**config.mk**
```make
export PLATFORM = sky130hd
export DESIGN_NAME = clear_normalized_rgb_to_hsl
export DESIGN_NICKNAME = d
export VERILOG_FILES = /design/src/rtl/cnrh_pkg.sv /design/src/rtl/clear_normalized_rgb_to_hsl.sv /design/src/rtl/cnrh_div_cell.sv /design/src/rtl/cnrh_div_row.sv
export SDC_FILE = /design/constraint.sdc
export NUM_CORES = 2
export LEC_CHECK = 0
export BUFFER_PORTS_ARGS = -buffer_cell sky130_fd_sc_hd__buf_2
export CAP_MARGIN = 20
export CORE_ASPECT_RATIO = 0.6
export CORE_MARGIN = 10
export CORE_UTILIZATION = 68
export CTS_BUF_LIST = sky130_fd_sc_hd__clkbuf_8 sky130_fd_sc_hd__clkbuf_16
export CTS_CLUSTER_SIZE = 40
export DETAILED_ROUTE_END_ITERATION = 6
export PLACE_DENSITY = 0.84
export REMOVE_ABC_BUFFERS = 1
export SETUP_SLACK_MARGIN = 0.15
export SYNTH_ARGS = -nofsm -noshare
export SYNTH_HDL_FRONTEND = slang
export SYNTH_SLANG_ARGS = --single-unit
```
**constraint.sdc**
```tcl
create_clock -name clk -period 112.6 [get_ports clk]
set_clock_uncertainty 0.05 [all_clocks]
set_input_delay 28.15 -clock clk [delete_from_list [all_inputs] [get_ports clk]]
set_output_delay 28.15 -clock clk [all_outputs]
set_load 0.02 [all_outputs]
```
**src/rtl/cnrh_pkg.sv**
```systemverilog
// ----------------------------------------------------------------------------
// cnrh_pkg: shared types and constants for the clear-normalized RGB to HSL
// Widths of the sensor channels, percent and hue constants, and the lane
// record that travels through the restoring divider cells.
// ----------------------------------------------------------------------------
package cnrh_pkg;

  // channel and result widths
  localparam int CH_W   = 16;  // raw sensor count
  localparam int PCT_W  = 7;   // percent 0..100
  localparam int HUE_W  = 9;   // degrees 0..359
  localparam int SUM_W  = 8;   // max+min, 0..200
  localparam int PROD_W = 23;  // count*100
  localparam int QW     = 7;   // quotient bits per divider row (one cell each)

  // percent and hue constants
  localparam logic [PCT_W-1:0] PCT_FULL  = 7'd100;
  localparam logic [PCT_W-1:0] LIGHT_MID = 7'd50;
  localparam logic [SUM_W-1:0] SUM_FULL  = 8'd200;
  localparam logic [HUE_W-1:0] HUE_FULL  = 9'd360;
  localparam logic [HUE_W-1:0] HUE_GRN   = 9'd120;
  localparam logic [HUE_W-1:0] HUE_BLU   = 9'd240;
  localparam logic [12:0]      HUE_STEP  = 13'd60;

  // one division in flight: partial remainder, divisor, and a shift word
  // that feeds dividend bits out the top and takes quotient bits in below
  typedef struct packed {
    logic [CH_W-1:0] rem;
    logic [CH_W-1:0] den;
    logic [QW-1:0]   nq;
  } lane_t;

endpackage

```
**src/rtl/clear_normalized_rgb_to_hsl.sv**
```systemverilog
// ----------------------------------------------------------------------------
// clear_normalized_rgb_to_hsl: color sensor reading to hue, saturation, lightness
// Takes one beat per cycle and returns one result beat per input beat when
// the output is not stalled; the pipeline is two rows of seven divider
// cells (one quotient bit per cell) plus four register stages.
// Each color is scaled to percent of clear (saturating at 100), then hue in
// degrees and saturation and lightness in percent are derived with
// truncating division. A zero clear count returns all-zero results with
// zero_clear set. A result waiting in the output register freezes the whole
// pipeline and holds in_tready low; a new beat enters in the same cycle the
// waiting result is taken.
// ----------------------------------------------------------------------------
module clear_normalized_rgb_to_hsl
  import cnrh_pkg::*;
(
  input  logic        clk,
  input  logic        rst_n,
  input  logic        in_tvalid,
  output logic        in_tready,
  input  logic [63:0] in_tdata,   // red[15:0], green[31:16], blue[47:32], clear[63:48]
  output logic        out_tvalid,
  input  logic        out_tready,
  output logic [23:0] out_tdata,  // hue[8:0], saturation[15:9], lightness[22:16], pad
  output logic [0:0]  out_tuser   // zero_clear[0]
);

  typedef enum logic [1:0] {
    SEC_RED,
    SEC_GRN,
    SEC_BLU
  } sector_t;

  // pipeline advances whenever the output register is free or being taken
  logic en;
  logic out_valid_r;

  assign en        = !out_valid_r || out_tready;
  assign in_tready = en;

  // ------------------------------------------------------------------
  // input stage: scale by 100 and set up the percent divisions
  // ------------------------------------------------------------------
  function automatic logic [PROD_W-1:0] scale100(input logic [CH_W-1:0] c);
    return {7'b0, c} * 23'(PCT_FULL);
  endfunction

  logic [CH_W-1:0]   in_red, in_grn, in_blu, in_clr;
  logic [PROD_W-1:0] prod [3];
  logic [CH_W-1:0]   chan [3];
  lane_t             lane0_nxt [3];
  logic [2:0]        sat0_nxt;

  assign in_red = in_tdata[15:0];
  assign in_grn = in_tdata[31:16];
  assign in_blu = in_tdata[47:32];
  assign in_clr = in_tdata[63:48];
  assign chan[0] = in_red;
  assign chan[1] = in_grn;
  assign chan[2] = in_blu;

  always_comb begin
    for (int i = 0; i < 3; i++) begin
      prod[i]          = scale100(chan[i]);
      // a quotient of 128 or more clamps to 100 anyway
      sat0_nxt[i]      = (prod[i] >= {in_clr, 7'b0});
      lane0_nxt[i].den = in_clr;
      lane0_nxt[i].rem = sat0_nxt[i] ? '0 : prod[i][PROD_W-1:QW];
      lane0_nxt[i].nq  = prod[i][QW-1:0];
    end
  end

  logic       v0_r;
  lane_t      lane0_r [3];
  logic [2:0] sat0_r;
  logic       zero0_r;

  always_ff @(posedge clk) begin
    if (en) begin
      lane0_r <= lane0_nxt;
      sat0_r  <= sat0_nxt;
      zero0_r <= (in_clr == '0);
    end
  end

  // ------------------------------------------------------------------
  // percent division rows, flags ride alongside
  // ------------------------------------------------------------------
  lane_t lane1 [3];

  for (genvar i = 0; i < 3; i++) begin : g_pct
    cnrh_div_row u_row (
      .clk    (clk),
      .en     (en),
      .lane_i (lane0_r[i]),
      .lane_o (lane1[i])
    );
  end

  logic [QW-1:0] v1_r;
  logic [2:0]    sat1_r  [QW];
  logic [QW-1:0] zero1_r;

  always_ff @(posedge clk) begin
    if (en) begin
      sat1_r[0] <= sat0_r;
      for (int k = 1; k < QW; k++) begin
        sat1_r[k] <= sat1_r[k-1];
      end
      zero1_r <= {zero1_r[QW-2:0], zero0_r};
    end
  end

  // ------------------------------------------------------------------
  // percent clamp stage
  // ------------------------------------------------------------------
  logic [PCT_W-1:0] pct_nxt [3];
  logic [PCT_W-1:0] pct_r   [3];
  logic             vp_r;
  logic             zerop_r;

  always_comb begin
    for (int i = 0; i < 3; i++) begin
      if (sat1_r[QW-1][i] || (lane1[i].nq > PCT_FULL)) begin
        pct_nxt[i] = PCT_FULL;
      end else begin
        pct_nxt[i] = lane1[i].nq;
      end
    end
  end

  always_ff @(posedge clk) begin
    if (en) begin
      pct_r   <= pct_nxt;
      zerop_r <= zero1_r[QW-1];
    end
  end

  // ------------------------------------------------------------------
  // setup stage: max, min, sector and the hue and saturation divisions
  // ------------------------------------------------------------------
  logic [PCT_W-1:0] r, g, b, mx, mn, dif, ha, hb, had;
  logic [SUM_W-1:0] sum, sden;
  logic [PCT_W-1:0] light;
  logic [12:0]      hnum;
  logic [13:0]      snum;
  logic             hneg;
  sector_t          sec_nxt;
  lane_t            hlane_nxt, slane_nxt;

  always_comb begin
    r = pct_r[0];
    g = pct_r[1];
    b = pct_r[2];
    // ties: red over green, green over blue
    if (r >= g && r >= b) begin
      sec_nxt = SEC_RED;
      mx      = r;
      ha      = g;
      hb      = b;
    end else if (g >= b) begin
      sec_nxt = SEC_GRN;
      mx      = g;
      ha      = b;
      hb      = r;
    end else begin
      sec_nxt = SEC_BLU;
      mx      = b;
      ha      = r;
      hb      = g;
    end
    mn    = (r < g) ? ((r < b) ? r : b) : ((g < b) ? g : b);
    dif   = mx - mn;
    sum   = {1'b0, mx} + {1'b0, mn};
    light = sum[SUM_W-1:1];
    hneg  = (ha < hb);
    had   = hneg ? (hb - ha) : (ha - hb);
    hnum  = {6'b0, had} * HUE_STEP;
    sden  = (light <= LIGHT_MID) ? sum : (SUM_FULL - sum);
    snum  = {7'b0, dif} * 14'(PCT_FULL);
    // both quotients stay below 128, so the top bits fit under the divisor
    hlane_nxt.den = {9'b0, dif};
    hlane_nxt.rem = {10'b0, hnum[12:QW]};
    hlane_nxt.nq  = hnum[QW-1:0];
    slane_nxt.den = {8'b0, sden};
    slane_nxt.rem = {9'b0, snum[13:QW]};
    slane_nxt.nq  = snum[QW-1:0];
  end

  logic             vh_r;
  lane_t            hlane_r, slane_r;
  sector_t          sech_r;
  logic             negh_r, greyh_r, zeroh_r;
  logic [PCT_W-1:0] lighth_r;

  always_ff @(posedge clk) begin
    if (en) begin
      hlane_r  <= hlane_nxt;
      slane_r  <= slane_nxt;
      sech_r   <= sec_nxt;
      negh_r   <= hneg;
      greyh_r  <= (dif == '0);
      zeroh_r  <= zerop_r;
      lighth_r <= light;
    end
  end

  // ------------------------------------------------------------------
  // hue and saturation division rows
  // ------------------------------------------------------------------
  lane_t hlane2, slane2;

  cnrh_div_row u_hue_row (
    .clk    (clk),
    .en     (en),
    .lane_i (hlane_r),
    .lane_o (hlane2)
  );

  cnrh_div_row u_sat_row (
    .clk    (clk),
    .en     (en),
    .lane_i (slane_r),
    .lane_o (slane2)
  );

  logic [QW-1:0]    v2_r;
  sector_t          sec2_r   [QW];
  logic [QW-1:0]    neg2_r, grey2_r, zero2_r;
  logic [PCT_W-1:0] light2_r [QW];

  always_ff @(posedge clk) begin
    if (en) begin
      sec2_r[0]   <= sech_r;
      light2_r[0] <= lighth_r;
      for (int k = 1; k < QW; k++) begin
        sec2_r[k]   <= sec2_r[k-1];
        light2_r[k] <= light2_r[k-1];
      end
      neg2_r  <= {neg2_r[QW-2:0], negh_r};
      grey2_r <= {grey2_r[QW-2:0], greyh_r};
      zero2_r <= {zero2_r[QW-2:0], zeroh_r};
    end
  end

  // ------------------------------------------------------------------
  // hue assembly and output register
  // ------------------------------------------------------------------
  logic [HUE_W-1:0] hq, hue_nxt;
  logic [PCT_W-1:0] sat_nxt, light_nxt;
  logic             zero_f, grey_f, neg_f;

  always_comb begin
    hq     = {2'b0, hlane2.nq};
    zero_f = zero2_r[QW-1];
    grey_f = grey2_r[QW-1];
    neg_f  = neg2_r[QW-1];
    case (sec2_r[QW-1])
      SEC_RED: begin
        // a zero term below the axis wraps 360 back to 0
        hue_nxt = (neg_f && hq != '0) ? (HUE_FULL - hq) : hq;
      end
      SEC_GRN: begin
        hue_nxt = neg_f ? (HUE_GRN - hq) : (HUE_GRN + hq);
      end
      SEC_BLU: begin
        hue_nxt = neg_f ? (HUE_BLU - hq) : (HUE_BLU + hq);
      end
      default: begin
        hue_nxt = '0;
      end
    endcase
    sat_nxt   = slane2.nq;
    light_nxt = light2_r[QW-1];
    if (grey_f) begin
      hue_nxt = '0;
      sat_nxt = '0;
    end
    if (zero_f) begin
      hue_nxt   = '0;
      sat_nxt   = '0;
      light_nxt = '0;
    end
  end

  logic [23:0] out_tdata_r;
  logic [0:0]  out_tuser_r;

  always_ff @(posedge clk) begin
    if (en) begin
      out_tdata_r <= {1'b0, light_nxt, sat_nxt, hue_nxt};
      out_tuser_r <= zero_f;
    end
  end

  // valid bits along the whole pipe
  always_ff @(posedge clk) begin
    if (!rst_n) begin
      v0_r        <= 1'b0;
      v1_r        <= '0;
      vp_r        <= 1'b0;
      vh_r        <= 1'b0;
      v2_r        <= '0;
      out_valid_r <= 1'b0;
    end else if (en) begin
      v0_r        <= in_tvalid;
      v1_r        <= {v1_r[QW-2:0], v0_r};
      vp_r        <= v1_r[QW-1];
      vh_r        <= vp_r;
      v2_r        <= {v2_r[QW-2:0], vh_r};
      out_valid_r <= v2_r[QW-1];
    end
  end

  assign out_tvalid = out_valid_r;
  assign out_tdata  = out_tdata_r;
  assign out_tuser  = out_tuser_r;

endmodule

```
**src/rtl/cnrh_div_cell.sv**
```systemverilog
// ----------------------------------------------------------------------------
// cnrh_div_cell: one restoring division step
// Shifts the next dividend bit into the remainder, subtracts the divisor when
// it fits and records the quotient bit. Registered, advances on en.
// ----------------------------------------------------------------------------
module cnrh_div_cell
  import cnrh_pkg::*;
(
  input  logic  clk,
  input  logic  en,
  input  lane_t lane_i,
  output lane_t lane_o
);

  logic [CH_W:0] trial;
  logic [CH_W:0] diff;
  logic          fits;
  lane_t         lane_nxt;
  lane_t         lane_r;

  // trial subtract of the shifted remainder
  always_comb begin
    trial        = {lane_i.rem, lane_i.nq[QW-1]};
    diff         = trial - {1'b0, lane_i.den};
    fits         = (trial >= {1'b0, lane_i.den});
    lane_nxt.den = lane_i.den;
    lane_nxt.rem = fits ? diff[CH_W-1:0] : trial[CH_W-1:0];
    lane_nxt.nq  = {lane_i.nq[QW-2:0], fits};
  end

  always_ff @(posedge clk) begin
    if (en) begin
      lane_r <= lane_nxt;
    end
  end

  assign lane_o = lane_r;

endmodule

```
**src/rtl/cnrh_div_row.sv**
```systemverilog
// ----------------------------------------------------------------------------
// cnrh_div_row: row of divider cells, one quotient bit per cell
// A lane enters with its remainder below the divisor and leaves after the
// QW registered cells with the quotient in the nq field.
// ----------------------------------------------------------------------------
module cnrh_div_row
  import cnrh_pkg::*;
(
  input  logic  clk,
  input  logic  en,
  input  lane_t lane_i,
  output lane_t lane_o
);

  lane_t link [QW+1];

  assign link[0] = lane_i;

  // each cell hands its lane to the next one every cycle that en is high
  for (genvar k = 0; k < QW; k++) begin : g_cell
    cnrh_div_cell u_cell (
      .clk    (clk),
      .en     (en),
      .lane_i (link[k]),
      .lane_o (link[k+1])
    );
  end

  assign lane_o = link[QW];

endmodule

```
==> out/qor.tcl <==
set qor(post_cts.resized_instances) 0
set qor(setup-violations-final) 0
set qor(tritoncts_clock_tree) {yes}
set qor(design.portCount) 95
set qor(max_slew_margin_pct) 24.5
set qor(layout.filler_cells) 6574
set qor(die_x_um) 433
set qor(core_region_area_mm2) 0.101
set qor(design.die.area_mm2) 0.116
set qor(h-tree-depth) 3
set qor(antenna_found_initial) 4
set qor(cts.reportedPaths.clkPinSlew_ns) 0.06
set qor(worstSkewPairLatency_ns) 0.73
set qor(synth.yosys.warnings) 0
set qor(postSynth.topFlopCell) {sky130_fd_sc_hd__edfxtp_1}
set qor(hold_class) {register to register}
set qor(finalWorstSetupSlack_ns) 55.23
set qor(critical_path.max_fanout) 53
set qor(synthCells) 6173
set qor(total_clock_buffers_created_by_cts) 101
set qor(count_of_buffering_cells_on_the_critical_path_with_inverters_included) 4
set qor(chipHeight_um) 268
set qor(synthesis.area_mm2) 0.0695
set qor(worstPathRequired_ns) 84.40
set qor(synth_seq_cells) 1131
set qor(initial_core_util_pct) 68.8
set qor(run_status) {finished clean}
set qor(drt_iter0_markers) 6227
set qor(critPathMaxStageDelay_ns) 0.36
set qor(worst_ep_arrival_time_ns) 29.17
set qor(grt_overflow) 0
set qor(critPathKind) {input pin to output port}
set qor(synth-seq-area-share_pct) 48.6
set qor(clock-root-buffer) {sky130_fd_sc_hd__clkbuf_16}
set qor(area_leader_netlist) {sky130_fd_sc_hd__edfxtp_1}
set qor(cp_slowest_cell) {sky130_fd_sc_hd__inv_8}
set qor(rsz_0062_raised_after_global_routing) {false}
set qor(grt_max_degree) 195
set qor(first_global_vias) 46300
set qor(place_congestion) 0.975
set qor(hpwlAfterDp_mm) 128
set qor(worst_path_cell_trace) {buf_2 -> nor2b_1 -> buf_4 -> inv_8 -> buf_2}
set qor(setup.worst_path.end_class) {output port}
set qor(final.period_utilization_pct) 50.9
set qor(dr_wl_cell_um) 21.9
set qor(synth_async_sr_flop_share_pct) 0
set qor(place_ws_ns) 55.26
set qor(row_count) 90
set qor(cpMostUsedCell) {sky130_fd_sc_hd__buf_2}
set qor(period_needed_ns) 57.37
set qor(post_synth.cell_area_avg_um2) 11.3
set qor(netlist_top_cells_area) {sky130_fd_sc_hd__edfxtp_1 (48%), sky130_fd_sc_hd__ha_1 (13%), sky130_fd_sc_hd__inv_1 (3.5%)}
set qor(vias_per_cell) 6.32
set qor(drt-total-wl_mm) 169
set qor(number_of_enable_type_register_cells_in_the_synthesized_netlist) 1113
set qor(tns_ns) 0
set qor(timing.critical_path.max_delay_family) {buffers and inverters}
set qor(areaGrowthSynthToFinish_pct) 7.86
set qor(buffers_added_on_ports) 93
set qor(cts_buffer_depth) 3
set qor(max_cap_violations) 0
set qor(dr_total_vias) 48800
set qor(global_route.usage.total_pct) 28.4
set qor(timing_hold_violations_final) 0
set qor(post_cts_hold_buffer_count) 0
set qor(max_freq_ghz) 0.0174
set qor(drt_pre_antenna_iters) 6
set qor(cts_setup_buffers) 0
set qor(netlist.area_leader.share_pct) 48.1
set qor(startpoint_type) {input pin}
set qor(drive_above_1_share_pct) 5.91
set qor(antenna_violating_nets_left) 0
set qor(design.final.nets) 7193
set qor(post-route-drc-count) 0
set qor(numClockSinks) 1131
set qor(drv_slew) 0
set qor(tightest_slew_ns) 1.13
set qor(synthDistinctLibCells) 100
set qor(grt_pass1_wl_mm) 259
layer usage:
metal / vias up / global-route usage (%) / wire length [um]
met2: 2221 / 41.6 / 71300
met5: - / 0 / 13
li1: 22700 / - / -
met4: 2 / 5.54 / 3270
met3: 258 / 8.05 / 18700
met1: 23600 / 42.4 / 75600
through the flow:
step	hold WS (ns)	std cells	instance area, um^2	utilization (%)
4_1_cts	0.363	7714	75000	74.2
5_1_grt	0.366	7716	75000	74.3
2_1_floorplan	0.350	6082	69100	-
3_3_place_gp	0.350	7528	71500	70.8
3_5_place_dp	0.355	7528	71500	70.8
6_report	0.363	7717	75000	74.3
synthesized netlist by cell type, types with 80 or more instances:
| master | count |
|---|---|
| sky130_fd_sc_hd__mux2_1 | 142 |
| sky130_fd_sc_hd__o21ai_0 | 193 |
| sky130_fd_sc_hd__fa_1 | 80 |
| sky130_fd_sc_hd__nand4_1 | 85 |
| sky130_fd_sc_hd__inv_1 | 653 |
| sky130_fd_sc_hd__a21oi_1 | 373 |
| sky130_fd_sc_hd__a21o_1 | 129 |
| sky130_fd_sc_hd__ha_1 | 746 |
| sky130_fd_sc_hd__xor2_1 | 139 |
| sky130_fd_sc_hd__nand2_1 | 324 |
| sky130_fd_sc_hd__o21ai_1 | 117 |
| sky130_fd_sc_hd__o21a_1 | 85 |
| sky130_fd_sc_hd__nor3_1 | 121 |
| sky130_fd_sc_hd__xnor2_1 | 236 |
| sky130_fd_sc_hd__edfxtp_1 | 1113 |
| sky130_fd_sc_hd__nor2b_1 | 148 |
| sky130_fd_sc_hd__nand2b_1 | 90 |
| sky130_fd_sc_hd__nor2_1 | 446 |
cells in the final DEF, fill, tap and decap left out, types with 30 or more instances in the layout:
master	n
sky130_fd_sc_hd__nor4_1	38
sky130_fd_sc_hd__nand4_1	85
sky130_fd_sc_hd__nor2b_1	148
sky130_fd_sc_hd__buf_2	93
sky130_fd_sc_hd__ha_1	746
sky130_fd_sc_hd__o21bai_1	35
sky130_fd_sc_hd__xor2_1	139
sky130_fd_sc_hd__a211oi_1	54
sky130_fd_sc_hd__or3_1	33
sky130_fd_sc_hd__xnor2_1	236
sky130_fd_sc_hd__o21ai_0	193
sky130_fd_sc_hd__and2_1	44
sky130_fd_sc_hd__nand3_1	77
sky130_fd_sc_hd__o21a_1	85
sky130_fd_sc_hd__o21ai_1	116
sky130_fd_sc_hd__nor2_1	445
sky130_fd_sc_hd__nand2b_1	90
sky130_fd_sc_hd__a21o_1	129
sky130_fd_sc_hd__edfxtp_1	1113
sky130_fd_sc_hd__inv_1	669
sky130_fd_sc_hd__nor3_1	121
sky130_fd_sc_hd__nand2_1	324
sky130_fd_sc_hd__a21oi_1	373
sky130_fd_sc_hd__fa_1	80
sky130_fd_sc_hd__a21boi_0	30
sky130_fd_sc_hd__mux2_1	142
sky130_fd_sc_hd__o31ai_1	44
sky130_fd_sc_hd__a31oi_1	50
sky130_fd_sc_hd__clkbuf_16	104
sky130_fd_sc_hd__mux2i_1	78
worst paths after layout:
check                                       start                              endpoint  slack, ns  cells after the start
max                                    out_tready                             in_tready      55.23                      5
min          u_hue_row.g_cell[2].u_cell.lane_o[0]  u_hue_row.g_cell[3].u_cell.lane_o[1]       0.36                      0
max reg2reg                                  g[0]                           hlane_r[28]     104.34                     29
min reg2reg  u_hue_row.g_cell[2].u_cell.lane_o[0]  u_hue_row.g_cell[3].u_cell.lane_o[1]       0.36                      0
sequential cells by signal (all words and copies together), names as in the netlist, 14 cells and up:
name,count
g_pct.u_row.g_cell.u_cell.lane_o,498
u_sat_row.g_cell.u_cell.lane_o,165
u_hue_row.g_cell.u_cell.lane_o,163
lane0_r,79
light2_r,49
out_tdata,23
sat1_r,21
slane_r,19
hlane_r,15
sec2_r,14
kinds of logic after synthesis:
logic type               count (synthesis)  share of synthesized area (%)
adder cells (fa/ha/maj)                826                           15.7
XOR/XNOR                               375                           4.72
flip-flops                            1131                           48.6
AO/OA/AOI/OAI                         1300                           11.8
multiplexers                           246                           3.84
AND/OR/NAND/NOR                       1537                           11.1
buffers and inverters                  757                           4.18
other                                    1                        0.00539
layout make-up:
type / count / area (um^2) / area share [%]
flip-flops and latches: 1131 / 33800 / 45.0
multi-input cells: 4285 / 32900 / 43.8
clock buffers: 104 / 2600 / 3.47
inverters: 666 / 2510 / 3.34
well taps: 1334 / 1670 / 2.23
clock inverters: 82 / 897 / 1.20
repair buffers: 114 / 672 / 0.896
diodes: 1 / 2.50 / 0.00334
worst reg2reg max path: cells and delay by family (launching register included):
family,cells,cell delay (ns)
adder cells (fa/ha/maj),5,1.93
AND/OR/NAND/NOR,3,0.27
multiplexers,2,0.66
AO/OA/AOI/OAI,14,3.48
XOR/XNOR,2,0.58
flip-flops,1,0.65
buffers and inverters,3,0.39
Power is not shown: default switching activity piles up to over one toggle a cycle in this logic, so the estimate is an artifact.
